<file path="config.mk">
export PLATFORM = sky130hd
export DESIGN_NAME = teb_ram
export DESIGN_NICKNAME = d
export VERILOG_FILES = /design/src/rtl/core/teb_ram.sv
export SDC_FILE = /design/constraint.sdc
export NUM_CORES = 1
export LEC_CHECK = 0
export BUFFER_PORTS_ARGS = -buffer_cell sky130_fd_sc_hd__clkbuf_2
export CORE_UTILIZATION = 50
export CTS_CLUSTER_SIZE = 24
export DETAILED_ROUTE_END_ITERATION = 8
export GPL_ROUTABILITY_DRIVEN = 0
export PLACE_DENSITY_LB_ADDON = 0.2
export SYNTH_ARGS = -nofsm -noshare
export SYNTH_HDL_FRONTEND = slang
export SYNTH_SLANG_ARGS = --single-unit
</file>
<file path="constraint.sdc">
create_clock -name clk -period 3.19 [get_ports clk]
set_input_delay 0.1595 -clock clk [delete_from_list [all_inputs] [get_ports clk]]
set_output_delay 0.1595 -clock clk [all_outputs]
set_load 0.03 [all_outputs]
</file>
<file path="src/rtl/core/teb_ram.sv">
// Generic single-port-write, single-port-read RAM with registered read.
module teb_ram #(
  parameter int WIDTH = 8,
  parameter int DEPTH = 16
) (
  input  logic                     clk,
  input  logic                     we,
  input  logic [$clog2(DEPTH)-1:0] waddr,
  input  logic [WIDTH-1:0]         wdata,
  input  logic [$clog2(DEPTH)-1:0] raddr,
  output logic [WIDTH-1:0]         rdata
);
  logic [WIDTH-1:0] mem [DEPTH];

  always_ff @(posedge clk) begin
    if (we) mem[waddr] <= wdata;
    rdata <= mem[raddr];
  end
endmodule

</file>
---- Word-level counts from Yosys, hierarchy flattened ----
Memories as Yosys holds them, arrays and structs flattened. A register that Yosys moved wholly into a read port is not among the register bits.
Index checks and enable logic that the tools add are counted.
cells by class
  add/sub/neg operators ................... 0
  multiply operators ...................... 0
  divide/modulo/power cells ............... 0
  $lt $le $gt $ge ......................... 0
  equality and inequality tests ........... 0
  shift operators ......................... 0
  multiplexer cells ....................... 2
  bitwise logic cells ..................... 0
  reduce and logical (&&, ||, !) cells .... 0
operators with widths
  cell              number
  1-bit 2-to-1 mux  2
word-level totals
  register bits after elaboration ......... 0
  latch bits .............................. 0
  bits in writable memories ............... 128
  ROM bits ................................ 0
  bits of input ports ..................... 18
  output and inout port bits .............. 8
  logic and storage cells ................. 3
  memories kept ........................... 1
memory list
  memory  depth  bits a word  read ports  clocked after Yosys merged registers in  write ports  RTL line  RTL
  mem     16     8            1           1                                        1            13        logic [WIDTH-1:0] mem [DEPTH];

---- Longest topological paths before layout ----
Gate-level depths: netlist of the first run.
  depth after elaboration ................. 2
  gate-level depth with buffers ........... 5

---- Worst setup path before layout of the first run ----
OpenSTA, ideal clock, no wires.
  path kind ............................... input -> register
  from .................................... in waddr[2]
  to ...................................... mem mem[0][0], enable pin
  setup time .............................. 383 ps
  data arrival time ....................... 1269 ps
  data required time ...................... 2807 ps
  path slack .............................. 1538 ps
  cell stages on the path ................. 2
  buffers on the path ..................... 0
  path through ............................ or3b_2 > nor3_1
RTL lines
  element          RTL line  RTL
  start, declared  8         input logic [$clog2(DEPTH)-1:0] waddr,
  end, declared    13
No word-level cell before the write port.

==> results.tsv, run 1 <==
metric	value	unit
areaGrowthSynthToFinish	16.9	%
max-cap-violations	0	
clk_latency	0.52	ns
synth_cell_type_count	19	
synth_area_leaders	edfxtp_1 (75%), mux4_2 (7.9%), mux4_1 (7.1%), dfxtp_1 (3.1%), a22oi_1 (2.3%)	
synth_top_family_by_area	multiplexers	
cts_root_buf	clkbuf_8	
cp-start-kind	primary input	
cp.arrival	1.93	ns
min_period	1.52	ns
drcViolationCount	0	
r2r_cells	3	
ys.flop_type	edfxtp_1	
cp.depth	5	
synth_common_cells	edfxtp_1 (128), mux4_2 (18), a22oi_1 (16), mux4_1 (14), nor2_1 (13)	
setup_violations	0	
postCtsSetupRepairBufs	0	
synthMuxAreaShare	0.150	
synthAdderAreaFrac	0	
worstSetupStartpoint	raddr[0]	
antenna_cells	0	
drt-initial-drc-count	153	
vias	2391	
synth_compound_area_frac	0.0233	
path_cells	clkbuf_2 > buf_4 > mux4_1 > a22oi_1 > nand2_1	
cts_tree	built	
die_height	103	um
synth.most_common_cell	edfxtp_1	
grt_pass1_vias	2504	
hpwl	6.07	mm
worstPathMaxFanout	19	
antenna_found_initial	0	
wl_per_cell	23.3	um
ys_ff_latch	136	
synth_simple_gate_area_share	0.0318	
die_w	103	um
grt_usage	0.210	
irDropWorstVdd	415	uV
syn-num-nets	247	
ctsHoldBuffers	0	
tightest_slew	1.02	ns
holdWs	0.0573	ns
cp-endpoint	rdata[5]$_DFF_P_	
drive_gt1_frac	0.280	
netlist_instances	229	
fin_skew	0.00848	ns
rows	36	
drv_slew	0	
fin_crit_sh	0.475	
synth.largest_area_cell	edfxtp_1	
r2r_end	rdata[2]$_DFF_P_	
drt-total-wl	9.65	mm
p_leak	0.00204	uW
hold_viol	0	
ant_nets	0	
viasPerCell	5.76	
syn_area_per_cell	22.5	um2
yosys_warnings	0	
cts_buffer_depth	2	
numClockSinks	136	
rsz0062_at_grt	false	
cp_top_family	buffers and inverters	
cts.htree.levels	4	
end_kind	flip-flop	
cts_resized	0	
die-area	10700	um2
synth_edf_count	128	
ys_async_sr_fraction	0	
synth.top_cell.area_share	0.747	
overflow	0	
cellPowerDensity	702	nW/um2
synth-seq-area-share	0.778	
hp-class	in -> reg	
io_pins	26	
drt_first_pass_iters	4	
worstSetupPathType	in -> reg	
status	finished clean	
port_buffers	25	
core_area	9860	um2
worst-path-buf-inv	2	
worst_path_largest_cell_delay	0.56	ns
grt_pass1_wl	14.8	mm
fin_tns_setup	0	ns
ff2ff_setup_slack	1.87	ns
start_util	0.522	
nets	287	
path_clk_slew	0.06	ns
required	3.60	ns
slew_headroom	0.318	
r2r-start	mem[9][2]$_DFFE_PP_	
crit_path_top_delay_cell	mux4_1	
synth_xor_area_frac	0	
grt_max_degree	33	
cts_made_buffers	17	
fillerInstances	671	
max_freq	659	MHz
syn_area	5150	um2
-- worst min path at each step --
stage                        start                   to  slack, ns  cells past startpoint
final                     wdata[0]  mem[0][0]$_DFFE_PP_       0.06                      1
after floorplan           wdata[0]  mem[0][0]$_DFFE_PP_       0.26                      0
after global placement    wdata[4]  mem[6][4]$_DFFE_PP_       0.58                      1
after global routing      wdata[4]  mem[7][4]$_DFFE_PP_       0.08                      1
after detailed placement  wdata[4]  mem[7][4]$_DFFE_PP_       0.60                      1
after CTS                 wdata[5]  mem[6][5]$_DFFE_PP_       0.05                      1
-- worst register-to-register path, cell delays in order, from the launching register on --
cell,delay (ns)
edfxtp_1,0.35
mux4_1,0.52
a22oi_1,0.27
nand2_1,0.07
-- cells by family (layout without fill, tap and decap cells) --
logic type             Yosys count  count (layout)
muxes                           32              32
AOI/OAI and AO/OA               16              16
DFF                            136             136
and+or+nand+nor                 35              35
buffers and inverters           10              63
-- final cells by class --
cell class,instances,area [um2],share of cell area
clock buffers,23,477,0.0792
clock inverters,9,144,0.0239
multi-input cells,83,1060,0.176
flip-flops and latches,136,4000,0.665
well taps,133,166,0.0277
repair buffers,31,170,0.0283
-- routing by layer --
layer | routed length (um) | share of wire | vias to the layer above | global-route usage
met4 | 99 | 0.010 | 0 | 0.0997
met5 | 0 | 0 | - | 0
met3 | 525 | 0.054 | 10 | 0.0511
met2 | 4790 | 0.50 | 79 | 0.328
met1 | 4240 | 0.44 | 1247 | 0.280
li1 | - | - | 1055 | -
-- layout by cell type, fill, tap and decap left out, types with 6 or more instances in the layout --
cell       count
a22oi_1       16
buf_4          6
clkbuf_16     16
clkbuf_2      25
dfxtp_1        8
edfxtp_1     128
mux4_1        14
mux4_2        18
nand2_1        9
nor2_1        13
-- state kept, by name, indices dropped and copies added (netlist names) --
register	count
rdata	8
mem	128
-- through the flow --
step | power (uW) | cell area (um2) | util | cells | setup slack, ns
finish | 4230 | 6020 | 0.610 | 415 | 1.67
global route | 4340 | 6020 | 0.610 | 415 | 1.56
CTS | 4250 | 6020 | 0.610 | 415 | 1.65
detailed placement | 2250 | 5400 | 0.547 | 383 | 1.10
global placement | 2240 | 5400 | 0.547 | 383 | 1.12
floorplan | 2170 | 5150 | - | 229 | 1.54
-- report_power, final --
group | switching (uW) | internal [uW]
logic | 122 | 73.3
clock network | 673 | 1340
registers | 13.2 | 2000
Note: power is estimated with default switching activity, not from simulation.
==> run 2: changes to the inputs <==
--- a/config.mk
+++ b/config.mk
@@ -5,6 +5,7 @@
 export SDC_FILE = /design/constraint.sdc
 export NUM_CORES = 1
 export LEC_CHECK = 0
+export ABC_AREA = 1
 export BUFFER_PORTS_ARGS = -buffer_cell sky130_fd_sc_hd__clkbuf_2
 export CORE_UTILIZATION = 50
 export CTS_CLUSTER_SIZE = 24
==> constraint.sdc (replaced) <==
create_clock -name clk -period 1.3 [get_ports clk]
set_input_delay 0.065 -clock clk [delete_from_list [all_inputs] [get_ports clk]]
set_output_delay 0.065 -clock clk [all_outputs]
set_load 0.03 [all_outputs]
==> run 2 against run 1 <==
Compared with the run above: sequential share of layout area decreased by 7.6 points; final area increased by 13%; register-to-register slack got worse by 1.7 ns; largest cell class unchanged; power increased to 2.6 times the previous value; setup slack got worse by 1.5 ns; worst hold slack improved by 0.025 ns; cell count increased by 81%; sequential power increased by 150%; highest routed layer unchanged; first-iteration DRC count increased by 120%; clock-buffer cell count decreased by 3.
==> results.tsv, run 2 <==
metric	value	unit	change
hold_viol	0		unchanged
cp.arrival	1.43	ns	-0.50 ns
vias	3935		+65%
rsz0062_at_grt	false		
overflow	0		unchanged
numClockSinks	136		unchanged
worstPathMaxFanout	1		-18
cts_buffer_depth	2		unchanged
clk_latency	0.42	ns	-0.10 ns
drt-initial-drc-count	334		+120%
final_cell_mix	nand2_1 (173), edfxtp_1 (128), inv_1 (100), nand3_1 (97), clkbuf_2 (25)		
largest_reg_flops	128		unchanged
hp-class	in -> reg		
synth_area_leaders	edfxtp_1 (67%), nand2_1 (11%), nand3_1 (8.4%), inv_1 (6.5%), dfxtp_1 (2.8%)		
irDropWorstVdd	948	uV	+130%
r2r_end	rdata[7]$_DFF_P_		
crit_path_top_delay_cell	edfxtp_1		
layout_commonest_cell	nand2_1		
port_buffers	25		unchanged
status	finished clean		
drv_slew	0		unchanged
fin_tns_setup	0	ns	unchanged
cellPowerDensity	1600	nW/um2	+130%
setup_violations	0		unchanged
ys_ff_latch	136		unchanged
syn_area	5770	um2	+12%
ys.flop_type	edfxtp_1		
path_cells	inv_1 > nand2_1 > nand3_1 > nand3_1 > nand3_1 > nand2_1		
cp-endpoint	rdata[7]$_DFF_P_		
ff2ff_setup_slack	0.18	ns	-1.69 ns
grt_max_degree	65		+97%
wl_per_cell	17.5	um	-25%
holdWs	0.0827	ns	+0.0254 ns
worst_path_largest_cell_delay	0.37	ns	-0.19 ns
yosys_warnings	0		unchanged
worstSetupPathType	reg -> reg		
slew_headroom	0.691		+0.373
syn_area_per_cell	10.5	um2	-53%
start_util	0.523		+0.000983
die_height	109	um	+5.7%
synth_edf_count	128		unchanged
worstSetupStartpoint	mem[3][7]$_DFFE_PP_		
r2r_cells	6		+3
synth_cell_type_count	12		-7
cts.htree.levels	4		unchanged
die_w	109	um	+5.7%
drt-total-wl	13.1	mm	+36%
fin_crit_sh	0.861		
fillerInstances	882		+31%
cp-start-kind	flip-flop		
synth-seq-area-share	0.694		-0.0835
synth.top_cell.area_share	0.667		-0.0802
ant_nets	0		unchanged
path_clk_slew	0.06	ns	about the same
fin_skew	0.00986	ns	+0.00138 ns
crit_path_frequent_cell	nand3_1		
antenna_cells	0		unchanged
rows	38		+5.6%
drt_first_pass_iters	6		+2
areaGrowthSynthToFinish	17.9	%	
grt_usage	0.248		+0.0384
cts_root_buf	clkbuf_16		
drive_gt1_frac	0.137		-0.143
synth.most_common_cell	nand2_1		
ys_async_sr_fraction	0		unchanged
grt_pass1_vias	3813		+52%
die-area	12000	um2	+12%
antenna_found_initial	0		unchanged
tightest_slew	0.464	ns	-0.555 ns
postCtsSetupRepairBufs	0		unchanged
viasPerCell	5.24		-9.1%
largestRegisters	mem (128), rdata (8)		
cts_made_buffers	17		unchanged
drcViolationCount	0		unchanged
r2r-start	mem[3][7]$_DFFE_PP_		
end_kind	flip-flop		
netlist_instances	551		+140%
min_period	1.12	ns	
core_area	11000	um2	+12%
syn-num-nets	569		+130%
max_freq	893	MHz	
nets	616		+110%
max-cap-violations	0		unchanged
hpwl	7.98	mm	+32%
io_pins	26		unchanged
cts_tree	built		
p_leak	0.00298	uW	+46%
synth.largest_area_cell	edfxtp_1		
largest_register	mem		
grt_pass1_wl	20.7	mm	+40%
synth_common_cells	nand2_1 (173), edfxtp_1 (128), inv_1 (100), nand3_1 (97), nor2_1 (17)		
required	1.61	ns	-1.99 ns
hp-start	raddr[2]		
[run 2: cell types whose count changed after synthesis, moves of 3 or more]
cell | before | now
nand2_1 | 9 | 173
inv_1 | 0 | 100
nand3_1 | 1 | 97
mux4_2 | 18 | 0
a22oi_1 | 16 | 0
mux4_1 | 14 | 0
buf_2 | 3 | 13
nor2_1 | 13 | 17
nor3_1 | 4 | 0
buf_4 | 1 | 4
buf_6 | 3 | 6
clkdlybuf4s25_2 | 3 | 0
[run 2: routing by layer]
metal,global-route usage,vias up,share of wire
met5,0,-,0
met4,0.0952,0,0.020
met3,0.0581,25,0.078
met2,0.387,170,0.48
met1,0.339,1872,0.43
li1,-,1868,-
[run 2: kinds of logic (layout without fill, tap and decap cells)]
logic type	count (synthesis)	in the layout	share of synthesized area
buffers and inverters	126	186	0.0952
flip-flops	136	136	0.694
AND/OR/NAND/NOR	289	289	0.210
[run 2: cell type report]
class,instances,area [um2],share of cell area
clock buffer,20,457,0.0672
clock inverter,12,198,0.0291
inverter,102,383,0.0563
multi-input combinational,289,1210,0.179
sequential,136,4000,0.589
tap,140,175,0.0258
timing repair buffer,52,368,0.0541
[run 2: worst min path at each step]
stage | to | slack, ns | depth (start not counted)
2_1_floorplan | mem[0][0]$_DFFE_PP_ | 0.16 | 0
3_3_place_gp | rdata[7]$_DFF_P_ | 0.36 | 3
3_5_place_dp | rdata[7]$_DFF_P_ | 0.37 | 3
4_1_cts | rdata[7]$_DFF_P_ | 0.08 | 4
5_1_grt | rdata[7]$_DFF_P_ | 0.1 | 4
6_report | rdata[7]$_DFF_P_ | 0.08 | 4
[run 2: per-stage QoR]
| stage | util | total power [uW] | setup WS, ns | instance area, um2 | std cells |
|---|---|---|---|---|---|
| 2_1_floorplan | - | 5420 | 0.284 | 5770 | 551 |
| 3_3_place_gp | 0.556 | 5680 | 0.112 | 6130 | 718 |
| 3_5_place_dp | 0.556 | 5700 | 0.0849 | 6130 | 718 |
| 4_1_cts | 0.616 | 10900 | 0.196 | 6800 | 751 |
| 5_1_grt | 0.616 | 11200 | 0.124 | 6800 | 751 |
| 6_report | 0.616 | 10900 | 0.180 | 6800 | 751 |
[run 2: worst max-delay path: cells and delay by family, from the launching register on]
kind / cells / cell delay [ns]
AND/OR/NAND/NOR: 5 / 0.56
flip-flops: 1 / 0.37
buffers and inverters: 1 / 0.07
[run 2: power breakdown]
group          internal (uW)  switching (uW)  leakage (uW)
combinational            194             479       0.00145
clock                   3490            1780      0.000304
sequential              4900            32.9       0.00122
total                   8590            2290       0.00298
[run 2: timing repair]
| action | in CTS | in global routing |
|---|---|---|
| hold endpoints to repair | 1 | 0 |
| gates resized for setup | 0 | 0 |
| hold buffers | 1 | 0 |
==> run 3: changes to the inputs <==
--- a/config.mk
+++ b/config.mk
@@ -12,6 +12,7 @@
 export DETAILED_ROUTE_END_ITERATION = 8
 export GPL_ROUTABILITY_DRIVEN = 0
 export PLACE_DENSITY_LB_ADDON = 0.2
+export RECOVER_POWER = 100
 export SYNTH_ARGS = -nofsm -noshare
 export SYNTH_HDL_FRONTEND = slang
 export SYNTH_SLANG_ARGS = --single-unit
==> run 3 against run 2 <==
Compared with the run above: routed wire length fell by 0.14%; critical endpoint is now rdata[2]; sequential share of layout area grew 0.72 points; non-clock buffer count stayed put; cell count is the same; setup slack worse by 0.055 ns; largest power group unchanged; core utilization down 0.75 points; power shrank 0.25%; global-route usage is the same; register-to-register slack hardly changed.
==> results.tsv, run 3 (synthesis gave the netlist of run 2 again) <==
metric	value	unit	change
cts_buffer_depth	2		unchanged
ff2ff_setup_slack	0.18	ns	about the same
port_buffers	25		unchanged
drv_slew	0		unchanged
overflow	0		unchanged
cts.htree.levels	4		unchanged
cellPowerDensity	1620	nW/um2	+0.98%
tightest_slew	0.982	ns	+0.517 ns
die_w	109	um	unchanged
fin_tns_setup	0	ns	unchanged
grt_usage	0.248		unchanged
setup_violations	0		unchanged
hold_viol	0		unchanged
cp.depth	1		-5
r2r_end	rdata[7]$_DFF_P_		
grt_max_degree	65		unchanged
max_freq	851	MHz	-4.7%
clk_latency	0.42	ns	about the same
nets	616		unchanged
hpwl	7.98	mm	unchanged
io_pins	26		unchanged
status	finished clean		
fin_skew	0.00889	ns	-0.000963 ns
min_period	1.17	ns	+0.0551 ns
end_kind	primary output		
largest_reg_flops	128		unchanged
core_area	11000	um2	unchanged
rows	38		unchanged
max-cap-violations	0		unchanged
hp-class	in -> reg		
drive_gt1_frac	0.0818		-0.0556
cts_root_buf	clkbuf_16		
drt-initial-drc-count	333		-0.30%
grt_pass1_wl	20.7	mm	unchanged
final_cell_mix	nand2_1 (173), edfxtp_1 (128), inv_1 (100), nand3_1 (97), clkbuf_1 (35)		
ctsHoldBuffers	1		unchanged
path_cells	clkbuf_1		
worst-path-buf-inv	1		unchanged
die_height	109	um	unchanged
path_clk_slew	0.06	ns	about the same
power	10900	uW	-0.25%
cts_tree	built		
rsz0062_at_grt	false		
r2r-start	mem[3][7]$_DFFE_PP_		
worstPathMaxFanout	1		unchanged
worstSetupPathType	reg -> out		
required	1.24	ns	-0.37 ns
die-area	12000	um2	unchanged
cp-endpoint	rdata[2]		
crit_path_top_delay_cell	dfxtp_1		
cts_resized	0		unchanged
drt-total-wl	13.1	mm	-0.14%
grt_pass1_vias	3813		unchanged
numClockSinks	136		unchanged
start_util	0.523		unchanged
areaGrowthSynthToFinish	16.4	%	
cp-start-kind	flip-flop		
fin_crit_sh	0.904		+0.0424
layout_commonest_cell	nand2_1		
largest_register	mem		
p_leak	0.00285	uW	-4.1%
vias	3912		-0.58%
wl_per_cell	17.4	um	-0.14%
ant_nets	0		unchanged
irDropWorstVdd	942	uV	-0.66%
drcViolationCount	0		unchanged
cts_made_buffers	17		unchanged
slew_headroom	0.346		-0.345
antenna_found_initial	0		unchanged
cp.arrival	1.11	ns	-0.32 ns
antenna_cells	0		unchanged
cp_top_family	flip-flops		
drt_first_pass_iters	5		-1
largestRegisters	mem (128), rdata (8)		
worstSetupStartpoint	rdata[2]$_DFF_P_		
worst_path_largest_cell_delay	0.37	ns	about the same
r2r_cells	6		unchanged
postCtsSetupRepairBufs	0		unchanged
viasPerCell	5.21		-0.58%
-- run 3: cell count changes in the layout (fill, tap and decap cells not counted), sizes merged --
| cell | before | now |
|---|---|---|
| buf | 26 | 10 |
| clkbuf | 45 | 61 |
-- run 3: worst min path at each step --
stage                     startpoint  slack (ns)  cells past startpoint                   to
after floorplan             wdata[0]        0.16                      0  mem[0][0]$_DFFE_PP_
after global placement      raddr[3]        0.36                      3     rdata[7]$_DFF_P_
after detailed placement    raddr[3]        0.37                      3     rdata[7]$_DFF_P_
after CTS                   raddr[2]        0.08                      4     rdata[7]$_DFF_P_
after global routing        raddr[2]         0.1                      4     rdata[7]$_DFF_P_
final                       raddr[2]        0.08                      4     rdata[7]$_DFF_P_
-- run 3: stage by stage --
step                worst slack [ns]  cell area [um2]  cells  utilization  hold WS [ns]
finish                         0.125             6720    751        0.609        0.0826
global route                  0.0970             6720    751        0.609        0.0981
CTS                            0.196             6800    751        0.616        0.0758
detailed placement            0.0849             6130    718        0.556         0.369
global placement               0.112             6130    718        0.556         0.365
floorplan                      0.284             5770    551            -         0.164
-- run 3: area by class of cell --
| class | instances | area, um2 |
|---|---|---|
| Sequential cell | 136 | 4000 |
| Multi-Input combinational cell | 289 | 1210 |
| Clock inverter | 12 | 198 |
| Timing Repair Buffer | 52 | 285 |
| Inverter | 102 | 383 |
| Fill cell | 904 | 4320 |
| Clock buffer | 20 | 457 |
| Tap cell | 140 | 175 |
-- run 3: where the power goes --
| part | switching [uW] | total [uW] | internal (uW) |
|---|---|---|---|
| registers | 32.8 | 4940 | 4910 |
| logic | 479 | 655 | 175 |
| clock network | 1770 | 5260 | 3490 |
-- run 3: per-layer routing --
layer	global-route usage	part of all wire	up-vias
li1	-	-	1873
met1	0.339	0.42	1853
met2	0.387	0.48	166
met3	0.0581	0.080	20
met4	0.0952	0.018	0
met5	0	0	-
